### config.mk
export PLATFORM = sky130hd
export DESIGN_NAME = dna_transition_transversion_counter
export DESIGN_NICKNAME = d
export VERILOG_FILES = /design/src/rtl/dttc_pkg.sv /design/src/rtl/dttc_classify.sv /design/src/rtl/dna_transition_transversion_counter.sv
export VERILOG_INCLUDE_DIRS = /design/src /design/src/rtl
export SDC_FILE = /design/constraint.sdc
export NUM_CORES = 1
export LEC_CHECK = 0
export BUFFER_PORTS_ARGS = -buffer_cell sky130_fd_sc_hd__buf_2
export CORE_AREA = 2 2 243 245
export DETAILED_ROUTE_END_ITERATION = 8
export DIE_AREA = 0 0 245 247
export GPL_TIMING_DRIVEN = 1
export HOLD_SLACK_MARGIN = 0.05
export PLACE_DENSITY = 0.68
export SLEW_MARGIN = 10
export SYNTH_ARGS = -nofsm -noshare
export SYNTH_HDL_FRONTEND = slang
export SYNTH_SLANG_ARGS = --single-unit
export TNS_END_PERCENT = 30
### constraint.sdc
create_clock -name clk -period 13.9 [get_ports clk]
set_input_delay 1.39 -clock clk [delete_from_list [all_inputs] [get_ports clk]]
set_output_delay 1.39 -clock clk [all_outputs]
set_load 0.03 [all_outputs]
### src/rtl/dna_transition_transversion_counter_macros.svh
// Assertion macros shared by the transition/transversion counter RTL.
`ifndef DNA_TRANSITION_TRANSVERSION_COUNTER_MACROS_SVH
`define DNA_TRANSITION_TRANSVERSION_COUNTER_MACROS_SVH

// Same-cycle implication, checked outside reset.
`define DTTC_ASSERT_NOW(label, clk, rst_n, ante, cons) \
	label: assert property (@(posedge clk) disable iff (!rst_n) (ante) |-> (cons)) \
		else $error("dttc check failed");

// Next-cycle implication, checked outside reset.
`define DTTC_ASSERT_NEXT(label, clk, rst_n, ante, cons) \
	label: assert property (@(posedge clk) disable iff (!rst_n) (ante) |=> (cons)) \
		else $error("dttc check failed");

`endif

### src/rtl/dttc_pkg.sv
// Package with constants, types and the popcount function of the counter.
`timescale 1ns / 1ps
package dttc_pkg;

	// Largest number of positions that one item can carry.
	localparam int MAX_POSITIONS = 32;
	// Width of a two-bit-per-position field.
	localparam int FIELD_W = 2 * MAX_POSITIONS;
	// Width of a per-item count (0 up to MAX_POSITIONS).
	localparam int ITEM_CNT_W = $clog2(MAX_POSITIONS + 1);

	// Defaults of the top-level parameters.
	localparam int DEF_POSITIONS_PER_ITEM = 32;
	localparam int DEF_COUNT_BITS = 32;

	// Masks of the popcount reduction.
	localparam logic [31:0] PAIR_BITS = 32'h55555555;
	localparam logic [31:0] PAIR_SUMS = 32'h33333333;
	localparam logic [31:0] NIBBLE_SUMS = 32'h0f0f0f0f;

	// Counts of one item, handed from the classifier to the accumulators.
	typedef struct packed {
		logic [ITEM_CNT_W-1:0] unknown;
		logic [ITEM_CNT_W-1:0] transition;
		logic [ITEM_CNT_W-1:0] transversion;
	} item_counts_t;

	// Number of set bits in a 32-bit vector, as a shallow adder tree.
	function automatic logic [ITEM_CNT_W-1:0] popcount32(input logic [31:0] v);
		logic [31:0] p1;
		logic [31:0] p2;
		logic [31:0] p3;
		logic [7:0] total;
		p1 = (v & PAIR_BITS) + ((v >> 1) & PAIR_BITS);
		p2 = (p1 & PAIR_SUMS) + ((p1 >> 2) & PAIR_SUMS);
		p3 = (p2 & NIBBLE_SUMS) + ((p2 >> 4) & NIBBLE_SUMS);
		total = p3[7:0] + p3[15:8] + p3[23:16] + p3[31:24];
		return total[ITEM_CNT_W-1:0];
	endfunction

endpackage

### src/rtl/dttc_classify.sv
// Per-position classification of one item and the three per-item counts.
`timescale 1ns / 1ps
module dttc_classify #(
	parameter int POSITIONS_PER_ITEM = dttc_pkg::DEF_POSITIONS_PER_ITEM
) (
	input  logic [dttc_pkg::FIELD_W-1:0] seq_a,
	input  logic [dttc_pkg::FIELD_W-1:0] seq_b,
	input  logic [dttc_pkg::FIELD_W-1:0] unknown_a,
	input  logic [dttc_pkg::FIELD_W-1:0] unknown_b,
	output dttc_pkg::item_counts_t       counts
);

	logic [dttc_pkg::MAX_POSITIONS-1:0] un_bits;
	logic [dttc_pkg::MAX_POSITIONS-1:0] ts_bits;
	logic [dttc_pkg::MAX_POSITIONS-1:0] tv_bits;

	// Classify each position. Positions beyond the configured count are ignored.
	// The ORed mask bits clear the matching XOR bits, so a mask pair of 01 is
	// unknown yet may still show a transversion, as the bit-level rule gives.
	always_comb begin
		logic active;
		logic del_lo;
		logic del_hi;
		logic diff_lo;
		logic diff_hi;
		for (int p = 0; p < dttc_pkg::MAX_POSITIONS; p++) begin
			active = (p < POSITIONS_PER_ITEM);
			del_lo = (unknown_a[2*p] | unknown_b[2*p]) & active;
			del_hi = (unknown_a[2*p+1] | unknown_b[2*p+1]) & active;
			diff_lo = ~del_lo & (seq_a[2*p] ^ seq_b[2*p]) & active;
			diff_hi = ~del_hi & (seq_a[2*p+1] ^ seq_b[2*p+1]) & active;
			un_bits[p] = del_lo;
			tv_bits[p] = diff_hi;
			ts_bits[p] = diff_lo & ~diff_hi;
		end
	end

	// Count each class over the item.
	assign counts.unknown = dttc_pkg::popcount32(un_bits);
	assign counts.transition = dttc_pkg::popcount32(ts_bits);
	assign counts.transversion = dttc_pkg::popcount32(tv_bits);

endmodule

### src/rtl/dna_transition_transversion_counter.sv
// Top level of the transition/transversion counter for two aligned DNA sequences.
//
//   Channel | Handshake                 | Payload
//   --------+---------------------------+------------------------------------------
//   seq     | seq_valid / seq_stall     | seq_a, seq_b, unknown_a, unknown_b, last_word
//   count   | count_valid / count_stall | unknown_count, transition_count,
//           |                           | transversion_count
//
// One item per cycle while seq_stall is low: an accepted item sits in the input
// register, where the classifier, popcounts and saturating adds update the counts.
// An item with last_word set loads its result into the output register as it
// leaves the input register. The input side stalls only while a last item waits
// for a result still held by a stalled output. Reset clears the counts.
`timescale 1ns / 1ps
`include "dna_transition_transversion_counter_macros.svh"
module dna_transition_transversion_counter #(
	parameter int POSITIONS_PER_ITEM = dttc_pkg::DEF_POSITIONS_PER_ITEM,
	parameter int COUNT_BITS = dttc_pkg::DEF_COUNT_BITS
) (
	input  logic                         clk,
	input  logic                         arst_n,
	input  logic                         seq_valid,
	output logic                         seq_stall,
	input  logic [dttc_pkg::FIELD_W-1:0] seq_a,
	input  logic [dttc_pkg::FIELD_W-1:0] seq_b,
	input  logic [dttc_pkg::FIELD_W-1:0] unknown_a,
	input  logic [dttc_pkg::FIELD_W-1:0] unknown_b,
	input  logic                         last_word,
	output logic                         count_valid,
	input  logic                         count_stall,
	output logic [COUNT_BITS-1:0]        unknown_count,
	output logic [COUNT_BITS-1:0]        transition_count,
	output logic [COUNT_BITS-1:0]        transversion_count
);

	logic                         valid_s1;
	logic [dttc_pkg::FIELD_W-1:0] seq_a_s1;
	logic [dttc_pkg::FIELD_W-1:0] seq_b_s1;
	logic [dttc_pkg::FIELD_W-1:0] unknown_a_s1;
	logic [dttc_pkg::FIELD_W-1:0] unknown_b_s1;
	logic                         last_s1;

	logic                  out_valid_q;
	logic [COUNT_BITS-1:0] unknown_count_q;
	logic [COUNT_BITS-1:0] transition_count_q;
	logic [COUNT_BITS-1:0] transversion_count_q;

	logic [COUNT_BITS-1:0] unknown_acc_q;
	logic [COUNT_BITS-1:0] transition_acc_q;
	logic [COUNT_BITS-1:0] transversion_acc_q;

	dttc_pkg::item_counts_t item_counts;
	logic [COUNT_BITS-1:0]  unknown_sum;
	logic [COUNT_BITS-1:0]  transition_sum;
	logic [COUNT_BITS-1:0]  transversion_sum;

	logic seq_accept;
	logic count_taken;
	logic advance;

	// Adds an item count to a running count, holding at the all-ones value.
	function automatic logic [COUNT_BITS-1:0] sat_add(
		input logic [COUNT_BITS-1:0]           acc,
		input logic [dttc_pkg::ITEM_CNT_W-1:0] inc
	);
		logic [COUNT_BITS:0] sum;
		sum = {1'b0, acc} + (COUNT_BITS + 1)'(inc);
		return sum[COUNT_BITS] ? {COUNT_BITS{1'b1}} : sum[COUNT_BITS-1:0];
	endfunction

	// Handshake control. The item in the input register leaves unless it is a
	// last item and the output register is full and stalled.
	assign seq_accept = seq_valid & ~seq_stall;
	assign count_taken = out_valid_q & ~count_stall;
	assign advance = valid_s1 & (~last_s1 | ~out_valid_q | ~count_stall);
	assign seq_stall = valid_s1 & ~advance;

	// Input register.
	always_ff @(posedge clk or negedge arst_n) begin
		if (!arst_n) begin
			valid_s1 <= 1'b0;
		end else if (seq_accept) begin
			valid_s1 <= 1'b1;
		end else if (advance) begin
			valid_s1 <= 1'b0;
		end
	end

	always_ff @(posedge clk) begin
		if (seq_accept) begin
			seq_a_s1 <= seq_a;
			seq_b_s1 <= seq_b;
			unknown_a_s1 <= unknown_a;
			unknown_b_s1 <= unknown_b;
			last_s1 <= last_word;
		end
	end

	// Classification and counting of the registered item.
	dttc_classify #(
		.POSITIONS_PER_ITEM(POSITIONS_PER_ITEM)
	) u_classify (
		.seq_a(seq_a_s1),
		.seq_b(seq_b_s1),
		.unknown_a(unknown_a_s1),
		.unknown_b(unknown_b_s1),
		.counts(item_counts)
	);

	// Updated counts with this item included.
	assign unknown_sum = sat_add(unknown_acc_q, item_counts.unknown);
	assign transition_sum = sat_add(transition_acc_q, item_counts.transition);
	assign transversion_sum = sat_add(transversion_acc_q, item_counts.transversion);

	// Running counts: accumulate, or clear once a last item has been counted.
	always_ff @(posedge clk or negedge arst_n) begin
		if (!arst_n) begin
			unknown_acc_q <= '0;
			transition_acc_q <= '0;
			transversion_acc_q <= '0;
		end else if (advance) begin
			if (last_s1) begin
				unknown_acc_q <= '0;
				transition_acc_q <= '0;
				transversion_acc_q <= '0;
			end else begin
				unknown_acc_q <= unknown_sum;
				transition_acc_q <= transition_sum;
				transversion_acc_q <= transversion_sum;
			end
		end
	end

	// Output register valid.
	always_ff @(posedge clk or negedge arst_n) begin
		if (!arst_n) begin
			out_valid_q <= 1'b0;
		end else if (advance & last_s1) begin
			out_valid_q <= 1'b1;
		end else if (count_taken) begin
			out_valid_q <= 1'b0;
		end
	end

	// Output register payload, loaded with the final counts of a sequence pair.
	always_ff @(posedge clk) begin
		if (advance & last_s1) begin
			unknown_count_q <= unknown_sum;
			transition_count_q <= transition_sum;
			transversion_count_q <= transversion_sum;
		end
	end

	assign count_valid = out_valid_q;
	assign unknown_count = unknown_count_q;
	assign transition_count = transition_count_q;
	assign transversion_count = transversion_count_q;

	// A last item leaving the input register always fills the output register.
	`DTTC_ASSERT_NEXT(a_last_loads_result, clk, arst_n, advance && last_s1, out_valid_q)

	// The counts start over after a last item.
	`DTTC_ASSERT_NEXT(a_clear_after_last, clk, arst_n, advance && last_s1,
		unknown_acc_q == '0 && transition_acc_q == '0 && transversion_acc_q == '0)

	// The input side only stalls behind a blocked result.
	`DTTC_ASSERT_NOW(a_stall_cause, clk, arst_n, seq_stall,
		valid_s1 && last_s1 && out_valid_q && count_stall)

	// Counts never shrink while a sequence pair is in progress.
	`DTTC_ASSERT_NEXT(a_counts_grow, clk, arst_n, advance && !last_s1,
		unknown_acc_q >= $past(unknown_acc_q) &&
		transition_acc_q >= $past(transition_acc_q) &&
		transversion_acc_q >= $past(transversion_acc_q))

endmodule

Word-level counts from Yosys, hierarchy flattened
Index checks and enable logic that the tools add are counted.
Storage, ports and cells
  logic and storage cells: 378
  bits in registers: 451
Operators by class
  bitwise gates (word level): 332
  muxes and demuxes: 10
  reduce and logical (&&, ||, !) cells: 2
  $add $sub $neg: 21
Operator list (count)
  32-bit 2-to-1 mux: 6
  1-bit AND: 101
  1-bit NOT: 101
  32-bit by 6-bit adder with 33-bit output: 3
  31-bit by 31-bit adder with 32-bit output: 3
  30-bit by 30-bit adder with 31-bit output: 3
  28-bit by 27-bit adder with 29-bit output: 3
  1-bit OR: 66
  1-bit bitwise XOR: 64
  6-bit adder: 6
  6-bit by 5-bit adder with 6-bit output: 3
  1-bit 2-to-1 mux: 4
  2-bit nonzero test: 2

Logic depth before layout (Yosys ltp)
Gate-level depths: netlist of run 1.
  depth in word-level cells: 14
  gate-level depth with buffers: 27
  depth with buffers taken out: 23

Cells and area by module
A second synthesis of run 1 with hierarchy kept.
Second synthesis, totals
  cell total of the unflattened synthesis: 1807
  area, all modules: 22964.5 um^2
Modules (own cells, without submodules)
  dna_transition_transversion_counter: cells an instance 1308, sequential area each 13052.5 um^2, instances 1, area each 18332.6 um^2
  dttc_classify: cells an instance 499, sequential area each 0.0 um^2, instances 1, area each 4631.9 um^2

Worst setup path before layout of run 1
Ideal clock, no wire load.
  path kind: input to register
  from: in count_stall
  to: reg last_s1 (enable)
  data required time: 13.248 ns
  buffers on the path: 0
  stages on the path: 2
  slack: 5.871 ns
  data arrival time: 7.377 ns
  cell sequence: nand4_1 > and2_1
Between the ends
  cells in the longest elaborated chain, start to end: 7
Ends and longest elaborated chain
  from (decl): line dna_transition_transversion_counter.sv:30  | input logic count_stall,
  1-bit NOT: line dna_transition_transversion_counter.sv:75  | assign advance = valid_s1 & (~last_s1 | ~out_valid_q | ~count_stall);
  1-bit OR: line dna_transition_transversion_counter.sv:75
  1-bit AND: line dna_transition_transversion_counter.sv:75
  1-bit NOT: line dna_transition_transversion_counter.sv:76  | assign seq_stall = valid_s1 & ~advance;
  1-bit AND: line dna_transition_transversion_counter.sv:76
  1-bit NOT: line dna_transition_transversion_counter.sv:73  | assign seq_accept = seq_valid & ~seq_stall;
  1-bit AND: line dna_transition_transversion_counter.sv:73
  via seq_accept: line dna_transition_transversion_counter.sv:57  | logic seq_accept;
  to (signal assigned): line dna_transition_transversion_counter.sv:95  | last_s1 <= last_word;
  to (decl): line dna_transition_transversion_counter.sv:41  | logic last_s1;
The timed path passes the listed nets, and every way through them passes these cells.
A chain may end at the register's enable or synchronous reset.

Worst setup path after layout of run 1
  from: reg seq_a_s1[1] in the netlist's numbering
  to: reg transition_count_q[30], in the netlist transition_count[30], data pin
Between the ends
  cells in the longest elaborated chain, start to end: 12
Ends and longest elaborated chain
  from (decl): line dna_transition_transversion_counter.sv:37  | logic [dttc_pkg::FIELD_W-1:0] seq_a_s1;
  from (signal assigned): line dna_transition_transversion_counter.sv:91  | seq_a_s1 <= seq_a;
  1-bit bitwise XOR (*): line dttc_classify.sv:31  | diff_hi = ~del_hi & (seq_a[2*p+1] ^ seq_b[2*p+1]) & active;
  1-bit AND (*): line dttc_classify.sv:31
  1-bit NOT (*): line dttc_classify.sv:34  | ts_bits[p] = diff_lo & ~diff_hi;
  1-bit AND (*): line dttc_classify.sv:34
  31-bit by 31-bit adder with 32-bit output (*): line dttc_pkg.sv:34  | p1 = (v & PAIR_BITS) + ((v >> 1) & PAIR_BITS);
  30-bit by 30-bit adder with 31-bit output (*): line dttc_pkg.sv:35  | p2 = (p1 & PAIR_SUMS) + ((p1 >> 2) & PAIR_SUMS);
  28-bit by 27-bit adder with 29-bit output (*): line dttc_pkg.sv:36  | p3 = (p2 & NIBBLE_SUMS) + ((p2 >> 4) & NIBBLE_SUMS);
  6-bit adder (2 in a row): line dttc_pkg.sv:37  | total = p3[7:0] + p3[15:8] + p3[23:16] + p3[31:24];
  6-bit by 5-bit adder with 6-bit output (*): line dttc_pkg.sv:37
  32-bit by 6-bit adder with 33-bit output (*): line dna_transition_transversion_counter.sv:67  | sum = {1'b0, acc} + (COUNT_BITS + 1)'(inc);
  32-bit 2-to-1 mux (*): line dna_transition_transversion_counter.sv:68  | return sum[COUNT_BITS] ? {COUNT_BITS{1'b1}} : sum[COUNT_BITS-1:0];
  via transition_sum[30]: line dna_transition_transversion_counter.sv:54  | logic [COUNT_BITS-1:0] transition_sum;
  to (signal assigned): line dna_transition_transversion_counter.sv:149  | transition_count_q <= transition_sum;
  to (decl): line dna_transition_transversion_counter.sv:45  | logic [COUNT_BITS-1:0] transition_count_q;
Mark *: on every way through the listed nets, which the timed path passes. The rest lies on a longest branch.

==> impl_metrics.py, run 1 <==
metrics = {
    "sta": {
        "finalHoldViolations": 0,
        "fin_ws_ns": 6.46,
        "rsz0062_at_grt": "no",
        "fin_crit_ns": 7.44,
        "fin_hold_ws_ns": 0.514,
        "slew-limit-headroom_pct": 21.5,
        "finalCritPeriodShare_pct": 53.5,
        "fin_setup_tns_ns": 0,
        "tightest_slew_ns": 1.18,
        "finalMaxSlewViolations": 0,
        "fin_skew_ns": 0.0174,
        "fmax_mhz": 134,
        "final-setup-viol-count": 0,
    },
    "setup_path": {
        "path_max_fanout": 10,
        "cp-end-kind": "flop",
        "required_ns": 14.22,
        "crit_type": "flop to flop",
        "critPathLaunchType": "flop",
        "cp.arrival_ns": 7.76,
    },
    "global_route": {
        "grt_max_degree": 85,
        "grt_remaining_overflow": 0,
        "antenna_found_initial": 5,
        "grt_first_pass_wirelength_um": 86200,
        "grt_usage_pct": 18.3,
        "grt_pass1_vias": 15700,
    },
    "drt": {
        "dr.first_iter.drc_count": 993,
        "drc": 0,
        "wl_per_cell_um": 18.9,
        "num_vias": 15600,
        "first_pass_iters": 5,
        "antenna_left": 0,
        "drt-vias-per-instance": 5.29,
        "routed_wl_um": 55800,
    },
    "yosys": {
        "synth_area_leaders": "edfxtp_1, dfrtp_1, ha_1",
        "async_reset_ff_share_pct": 21.7,
        "synth.top_cells.by_count": "edfxtp_1, ha_1, nand2_1, xnor2_1, inv_1",
        "syn_area_per_cell_um2": 12.8,
        "synth.most_common_cell": "edfxtp_1",
        "netlist.area_leader.share_pct": 46.3,
        "synth_ff_type": "edfxtp_1",
        "postSynthNetCount": 2262,
        "ys_seq_area_share_pct": 57.0,
        "syn_area_um2": 22900,
        "ys_ff_latch": 451,
        "yosys_warnings": 0,
        "synth_area_leader_cell": "edfxtp_1",
        "synth_cell_types": 82,
        "synth_edf_count": 353,
        "syn_inst": 1797,
    },
    "clock_network": {
        "post_cts_buffers": 0,
        "cts_resized": 0,
        "insertion_delay_ns": 0.58,
        "clk_pin_slew_ns": 0.06,
        "root_buffer": "clkbuf_16",
        "cts_tree": "done",
        "cts.sinks": 451,
        "cts.htree.levels": 2,
        "clk_path_buf_depth": 3,
        "cts_buffers": 49,
        "hold_buffers": 0,
    },
    "die": {
        "die_area_um2": 60500,
        "io_pins": 359,
        "floorplan.initialDensity_pct": 39.3,
        "core-area_um2": 58200,
        "die_y_um": 247,
        "die_x_um": 245,
        "rows": 89,
    },
    "placed_design": {
        "dp_hpwl_um": 41400,
        "place_congestion": 0.896,
        "dpl_worst_slack_ns": 6.44,
        "numPortBuffers": 358,
    },
    "min_path": {
        "hp-class": "flop to flop",
    },
    "power_and_ir_drop": {
        "ir_worst_vdd_uv": 256,
        "leakagePower_uw": 0.0117,
        "power_density_nw_per_um2": 181,
    },
    "cells_and_area": {
        "fill_cells": 5160,
        "layout.nets": 2606,
        "final_layout_size_suffix_gt1_share_pct": 22.9,
        "area_delta_synth_final_pct": 18.7,
    },
    "run": {
        "cap_violations": 0,
    },
    "run_status": {
        "status": "finished, final reports clean",
    },
}
==> cells in the final DEF, fill, tap and decap left out, types with 9 or more instances in the layout <==
cell | Yosys | routed
or2_2 | 35 | 35
nand2_1 | 117 | 116
bufinv_16 | 0 | 11
and2_1 | 15 | 13
inv_1 | 100 | 100
o211ai_1 | 9 | 9
and3_1 | 25 | 25
a21oi_1 | 63 | 63
buf_2 | 8 | 357
fa_1 | 63 | 63
nand4_1 | 33 | 33
nor2_1 | 53 | 53
edfxtp_1 | 353 | 353
clkinv_1 | 0 | 10
clkbuf_16 | 0 | 49
and4_1 | 13 | 13
a311oi_1 | 10 | 10
a22o_1 | 19 | 19
a31oi_1 | 26 | 26
ha_1 | 141 | 141
nand2b_1 | 10 | 10
o21ai_0 | 52 | 52
xnor2_1 | 106 | 106
nor3_1 | 98 | 98
dfrtp_1 | 98 | 98
nand3_1 | 42 | 42
xor2_1 | 39 | 39
a21o_1 | 41 | 41
nor4_1 | 25 | 25
buf_4 | 2 | 14
==> worst paths after layout <==
| kind | cells past startpoint | slack (ns) | to | startpoint |
|---|---|---|---|---|
| worst max-delay path | 21 | 6.46 | transition_count[30] | seq_a_s1[1] |
| worst min-delay path | 1 | 0.51 | transition_acc_q[4] | transition_acc_q[4] |
| worst max register to register | 21 | 6.46 | transition_count[30] | seq_a_s1[1] |
| worst min register to register | 1 | 0.51 | transition_acc_q[4] | transition_acc_q[4] |
| max in group asynchronous | 2 | 11.80 | transition_acc_q[1] | arst_n |
| min in group asynchronous | 1 | 0.78 | unknown_acc_q[15] | arst_n |
==> cell type report <==
| cell class | count | area (um^2) | area share, % |
|---|---|---|---|
| Timing Repair Buffer | 371 | 1890 | 6.96 |
| Multi-Input combinational cell | 1167 | 9170 | 33.7 |
| Inverter | 101 | 382 | 1.40 |
| Clock buffer | 58 | 1280 | 4.71 |
| Antenna cell | 2 | 5.00 | 0.0184 |
| Clock inverter | 31 | 440 | 1.62 |
| Sequential cell | 451 | 13100 | 48.0 |
| Tap cell | 773 | 967 | 3.56 |
==> per-stage QoR <==
step	instances	util (%)	area, um^2	total power, uW
6_report	2954	46.7	27200	4920
5_1_grt	2954	46.7	27200	5280
4_1_cts	2952	46.7	27200	5000
3_5_place_dp	2863	43.7	25500	3590
3_3_place_gp	2863	43.7	25500	3540
2_1_floorplan	1797	-	22900	3040
==> per-layer routing <==
layer	up-vias	wire length (um)	GRT usage (%)
li1	7367	-	-
met1	7575	23500	23.3
met2	570	27100	31.1
met3	109	3330	3.57
met4	6	1850	6.64
met5	-	25	0
==> flip-flops by register name, summed over array words and instances (netlist names) <==
| name | count |
|---|---|
| seq_a_s1 | 64 |
| seq_b_s1 | 64 |
| unknown_a_s1 | 64 |
| unknown_b_s1 | 64 |
| transition_acc_q | 32 |
| transition_count | 32 |
| transversion_acc_q | 32 |
| transversion_count | 32 |
| unknown_acc_q | 32 |
| unknown_count | 32 |
| count_valid | 1 |
| last_s1 | 1 |
| valid_s1 | 1 |
==> power by group <==
part / switching [uW] / internal, uW
Combinational: 1140 / 694
Clock: 529 / 861
Sequential: 55.4 / 1650
Total: 1720 / 3200
==> cells by family (layout without fill, tap and decap cells) <==
logic type	Yosys count	after routing	share of synthesized area [%]
adder cells (fa/ha/maj)	204	204	13.2
XOR/XNOR	145	145	5.54
buffers and inverters	179	561	3.08
multiplexers	9	9	0.420
flip-flops	451	451	57.0
AO/OA/AOI/OAI	305	305	9.13
AND/OR/NAND/NOR	504	504	11.7
other	0	2	0
==> critical path, stage by stage, from the launching register on <==
cell and delay, ns:
edfxtp_1 0.38, xnor2_1 0.13, nor3_1 0.28, nor3_1 0.13
ha_1 0.31, ha_1 0.21, fa_1 0.49, fa_1 0.60
fa_1 0.57, inv_1 0.05, fa_1 0.53, inv_1 0.04
ha_1 0.22, fa_1 0.41, a21o_1 0.17, a21o_1 0.20
ha_1 0.38, and3_1 0.24, a221oi_1 0.97, or4b_1 0.49
nand2_1 0.09, mux2_2 0.26
Note: power is estimated with default switching activity, not from simulation.
==> run 2, diff against run 1 <==
Clock period 13.9 ns to 7 ns, I/O delays scaled along.
==> impl_metrics.py, run 2 (same netlist as run 1, synthesis figures left out) <==
metrics = {
    "setup_path": {
        "required_ns": 7.44,
        "crit_path_frequent_cell": "fa_1",
        "path_max_fanout": 8,
        "critPathLaunchType": "flop",
        "cp-endpoint": "transversion_acc_q[19]",
        "worst-r2r-cell-count": 24,
        "regToRegSetupSlack_ns": 0.26,
        "max_stage_delay_ns": 0.54,
        "crit_type": "flop to flop",
        "cp_cell_sequence": "xnor2_1 -> nor3_1 -> ha_1 -> ha_1 -> fa_1 -> inv_1 -> fa_1 -> inv_1 -> fa_1 -> inv_1 -> fa_1 -> inv_1 -> ha_1 -> fa_1 -> a21o_1 -> a21o_1 -> ha_1 -> and3_1 -> a221oi_1 -> buf_4 -> nor4_2 -> buf_4 -> a21oi_1 -> a311oi_1",
        "critPathSlowestCell": "fa_1",
        "cp.arrival_ns": 7.18,
        "r2r_start": "seq_b_s1[7]",
        "startpoint": "seq_b_s1[7]",
        "timing.rr.end": "transversion_acc_q[19]",
        "cp-end-kind": "flop",
    },
    "cells_and_area": {
        "final_layout_size_suffix_gt1_share_pct": 24.4,
        "final_common_cell": "buf_2",
        "layout.nets": 2626,
        "fin_util_pct": 47.0,
        "area_delta_synth_final_pct": 19.4,
        "fin_cells": 2978,
        "fill_cells": 5197,
        "layout_common_cells": "buf_2, edfxtp_1, ha_1, nand2_1, xnor2_1",
        "design_area_um2": 27400,
    },
    "sta": {
        "fin_skew_ns": 0.0164,
        "final-setup-viol-count": 0,
        "fin_crit_ns": 6.74,
        "fin_hold_ws_ns": 0.185,
        "fin_setup_tns_ns": 0,
        "slew-limit-headroom_pct": 29.9,
        "tightest_slew_ns": 1.05,
        "finalMaxSlewViolations": 0,
        "fmax_mhz": 148,
        "rsz0062_at_grt": "yes",
        "finalCritPeriodShare_pct": 96.2,
        "finalHoldViolations": 0,
    },
    "die": {
        "floorplan.initialDensity_pct": 39.3,
        "die_y_um": 247,
        "die_x_um": 245,
        "die_area_um2": 60500,
        "io_pins": 359,
        "core-area_um2": 58200,
        "rows": 89,
    },
    "placed_design": {
        "placedCellCount": 2883,
        "placedInstanceArea_um2": 25600,
        "dp_hpwl_um": 41200,
        "place_congestion": 0.877,
        "numPortBuffers": 358,
    },
    "clock_network": {
        "insertion_delay_ns": 0.57,
        "post_cts_buffers": 0,
        "clk_pin_slew_ns": 0.06,
        "cts.htree.levels": 2,
        "hold_buffers": 0,
        "cts.sinks": 451,
        "root_buffer": "clkbuf_16",
        "cts_tree": "done",
        "clk_path_buf_depth": 3,
        "cts_buffers": 49,
        "cts_resized": 0,
    },
    "run_status": {
        "status": "finished, final reports clean",
    },
    "drt": {
        "drt-vias-per-instance": 5.23,
        "antenna_left": 0,
        "wl_per_cell_um": 18.6,
        "drc": 0,
        "dr.first_iter.drc_count": 1241,
        "routed_wl_um": 55300,
        "num_vias": 15600,
        "first_pass_iters": 6,
    },
    "global_route": {
        "grt_first_pass_wirelength_um": 86600,
        "grt_usage_pct": 18.3,
        "grt_pass1_vias": 15800,
        "grt_max_degree": 84,
        "grt_remaining_overflow": 0,
        "antenna_found_initial": 6,
    },
    "power_and_ir_drop": {
        "power_density_nw_per_um2": 356,
        "leakagePower_uw": 0.0118,
        "ir_worst_vdd_uv": 560,
    },
    "run": {
        "cap_violations": 0,
    },
    "min_path": {
        "hp-class": "primary input to async pin",
    },
}
==> run 2: changes by cell type in the layout (fill, tap and decap cells not counted), moves of 2 or more <==
cell       before  now
clkbuf_1        7    5
nor3_1         98   93
clkinv_1       10    6
nor3_2          1    6
clkinv_2        4   14
bufinv_16      11    7
clkbuf_16      49   51
buf_4          14   33
==> run 2: worst min-delay path by stage <==
stage | to | cells past startpoint | slack [ns] | from
6_report | unknown_acc_q[14] | 1 | 0.18 | arst_n
5_1_grt | unknown_acc_q[31] | 1 | 0.21 | arst_n
4_1_cts | unknown_acc_q[31] | 1 | 0.17 | arst_n
3_5_place_dp | transition_acc_q[5] | 1 | 0.50 | transition_acc_q[5]
3_3_place_gp | transversion_acc_q[0] | 1 | 0.50 | transversion_acc_q[0]
2_1_floorplan | count_valid | 0 | 0.40 | arst_n
==> run 2: power breakdown <==
| group | internal [uW] | switching [uW] |
|---|---|---|
| registers | 3270 | 113 |
| logic | 1420 | 2270 |
| clock network | 1600 | 1060 |
==> run 2: per-layer routing <==
layer	global-route usage, %	up-vias	wire length (um)	share of wire, %
met5	0	-	41	0.074
met4	5.24	6	1270	2.3
met3	3.65	94	3420	6.2
met2	31.5	515	27300	49
met1	23.5	7557	23300	42
li1	-	7396	-	-
==> run 2: layout make-up <==
type / instances / area, um^2 / share of cell area [%]
Tap cell: 773 / 967 / 3.54
Clock inverter: 35 / 372 / 1.36
Inverter: 101 / 382 / 1.40
Multi-Input combinational cell: 1167 / 9210 / 33.7
Sequential cell: 451 / 13100 / 47.7
Clock buffer: 57 / 1310 / 4.79
Timing Repair Buffer: 391 / 2050 / 7.51
Antenna cell: 3 / 7.51 / 0.0274
==> run 2: stage by stage <==
| step | power, uW | worst slack [ns] |
|---|---|---|
| finish | 9730 | 0.264 |
| global route | 10400 | -0.00855 |
| CTS | 9860 | 0.214 |
| detailed placement | 7160 | 0.235 |
| global placement | 7060 | 0.315 |
| floorplan | 6020 | 0.261 |
==> run 2: worst max-delay path: cells and delay by family (launching register included) <==
kind                     cells  cell delay (ns)
adder cells (fa/ha/maj)      9             3.62
XOR/XNOR                     1             0.13
AND/OR/NAND/NOR              3             0.90
buffers and inverters        6             0.63
AO/OA/AOI/OAI                5             0.94
flip-flops                   1             0.38
==> run 3, diff against run 2 <==
==> constraint.sdc (replaced) <==
create_clock -name clk -period 7 [get_ports clk]
set_input_delay 1.4 -clock clk [delete_from_list [all_inputs] [get_ports clk]]
set_output_delay 1.4 -clock clk [all_outputs]
set_load 0.03 [all_outputs]
==> impl_metrics.py, run 3 (same netlist as run 1, synthesis figures left out) <==
metrics = {
    "placed_design": {
        "numPortBuffers": 358,
        "place_congestion": 0.864,
        "dp_hpwl_um": 41500,
        "dpl_worst_slack_ns": 0.141,
        "placedInstanceArea_um2": 25600,
    },
    "sta": {
        "fmax_mhz": 148,
        "finalCritPeriodShare_pct": 96.3,
        "tightest_slew_ns": 1.28,
        "fin_skew_ns": 0.0236,
        "fin_ws_ns": 0.256,
        "finalMaxSlewViolations": 0,
        "final-setup-viol-count": 0,
        "slew-limit-headroom_pct": 13.7,
        "fin_crit_ns": 6.74,
        "finalHoldViolations": 0,
    },
    "cells_and_area": {
        "final_common_cell": "buf_2",
        "design_area_um2": 27400,
        "layout.nets": 2629,
        "final_layout_size_suffix_gt1_share_pct": 24.6,
        "layout_common_cells": "buf_2, edfxtp_1, ha_1, nand2_1, xnor2_1",
        "area_delta_synth_final_pct": 19.7,
        "fill_cells": 5214,
    },
    "global_route": {
        "grt_usage_pct": 18.5,
        "grt_remaining_overflow": 0,
        "grt_first_pass_wirelength_um": 87200,
        "busiest_layer": "met2",
        "grt.met3_usage_pct": 3.61,
        "grt_pass1_vias": 15900,
        "met1_usage_pct": 23.5,
        "grt.met2_usage_pct": 31.8,
        "grt_max_degree": 160,
        "antenna_found_initial": 7,
    },
    "setup_path": {
        "path_max_fanout": 40,
        "required_ns": 7.51,
        "critPathLaunchType": "flop",
        "crit_type": "flop to flop",
        "cp-end-kind": "flop",
        "cp.arrival_ns": 7.26,
    },
    "drt": {
        "antenna_left": 0,
        "first_pass_iters": 5,
        "wl_per_cell_um": 18.9,
        "drt-vias-per-instance": 5.24,
        "drc": 0,
        "routed_wl_um": 56300,
        "dr.first_iter.drc_count": 979,
        "num_vias": 15600,
    },
    "clock_network": {
        "insertion_delay_ns": 0.59,
        "root_buffer": "clkbuf_16",
        "clk_path_buf_depth": 3,
        "clk_pin_slew_ns": 0.06,
        "post_cts_buffers": 0,
        "cts.sinks": 451,
        "cts_tree": "done",
        "cts_buffers": 49,
        "cts.htree.levels": 2,
    },
    "die": {
        "die_y_um": 247,
        "core-area_um2": 58200,
        "die_x_um": 245,
        "rows": 89,
        "io_pins": 359,
        "die_area_um2": 60500,
        "floorplan.initialDensity_pct": 39.3,
    },
    "power_and_ir_drop": {
        "ir_worst_vdd_uv": 549,
        "power_density_nw_per_um2": 359,
        "leakagePower_uw": 0.0119,
    },
    "run_status": {
        "status": "finished, final reports clean",
    },
    "run": {
        "cap_violations": 0,
    },
    "min_path": {
        "hp-class": "flop to flop",
    },
}
==> run 3: changes by cell type in the layout (fill, tap and decap cells not counted), sizes merged <==
| cell | delta |
|---|---|
| bufinv | +3 |
| diode | -1 |
| clkinvlp | +1 |
| inv | -2 |
| buf | +3 |
| clkbuf | -2 |
| clkinv | -3 |
==> run 3: layout make-up <==
class | instances | area (um^2) | share of cell area [%]
clock inverters | 34 | 432 | 1.57
flip-flops and latches | 451 | 13100 | 47.6
well taps | 773 | 967 | 3.53
diodes | 2 | 5.00 | 0.0182
inverters | 101 | 382 | 1.39
clock buffers | 55 | 1290 | 4.71
repair buffers | 394 | 2080 | 7.57
multi-input cells | 1167 | 9230 | 33.6
==> run 3: stage by stage <==
| stage | instances | util (%) | TNS (ns) | hold slack [ns] | total power, uW |
|---|---|---|---|---|---|
| 5_1_grt | 2976 | 47.1 | -0.00788 | 0.528 | 10500 |
| 6_report | 2977 | 47.1 | 0 | 0.519 | 9860 |
| 4_1_cts | 2975 | 47.0 | 0 | 0.521 | 9960 |
| 3_5_place_dp | 2886 | 44.0 | 0 | 0.504 | 7160 |
| 2_1_floorplan | 1797 | - | 0 | 0.480 | 6020 |
| 3_3_place_gp | 2886 | 44.0 | 0 | 0.496 | 7070 |
==> run 3: power by group <==
group	total (uW)	switching, uW	internal, uW
Clock	2760	1060	1690
Sequential	3380	112	3270
Combinational	3720	2310	1410
Total	9860	3480	6380
==> run 3: path summary, 6_finish.rpt <==
kind	slack, ns	cells after the start	start	endpoint
min reg2reg	0.52	1	transition_acc_q[4]	transition_acc_q[4]
min in group asynchronous	0.77	1	arst_n	unknown_acc_q[14]
max	0.26	21	unknown_b_s1[0]	unknown_acc_q[17]
min	0.52	1	transition_acc_q[4]	transition_acc_q[4]
max in group asynchronous	4.88	2	arst_n	transition_acc_q[7]
max reg2reg	0.26	21	unknown_b_s1[0]	unknown_acc_q[17]
==> run 3: layer usage <==
layer / share of wire, % / vias to the layer above
li1: - / 7412
met5: 0.099 / -
met4: 2.6 / 10
met1: 42 / 7559
met2: 49 / 511
met3: 5.9 / 108
==> run 3: what timing repair did <==
action	in CTS	in global routing
hold buffers	0	0
endpoints found under the setup margin	0	65
hold endpoints to repair	0	0
gates resized for setup	0	14
==> run 3: worst max-delay path: stages (launching register included) <==
cell and delay [ns]:
edfxtp_1 0.37, or2_2 0.33, ha_1 0.30, ha_1 0.21, fa_1 0.53, inv_1 0.07, fa_1 0.50, inv_1 0.05
fa_1 0.52, inv_1 0.05, fa_1 0.53, inv_1 0.04, ha_1 0.21, fa_1 0.40, a21o_1 0.17, a21o_1 0.22
ha_1 0.37, inv_1 0.09, o221a_2 0.40, or4_4 0.80, a41o_1 0.33, a21oi_1 0.14
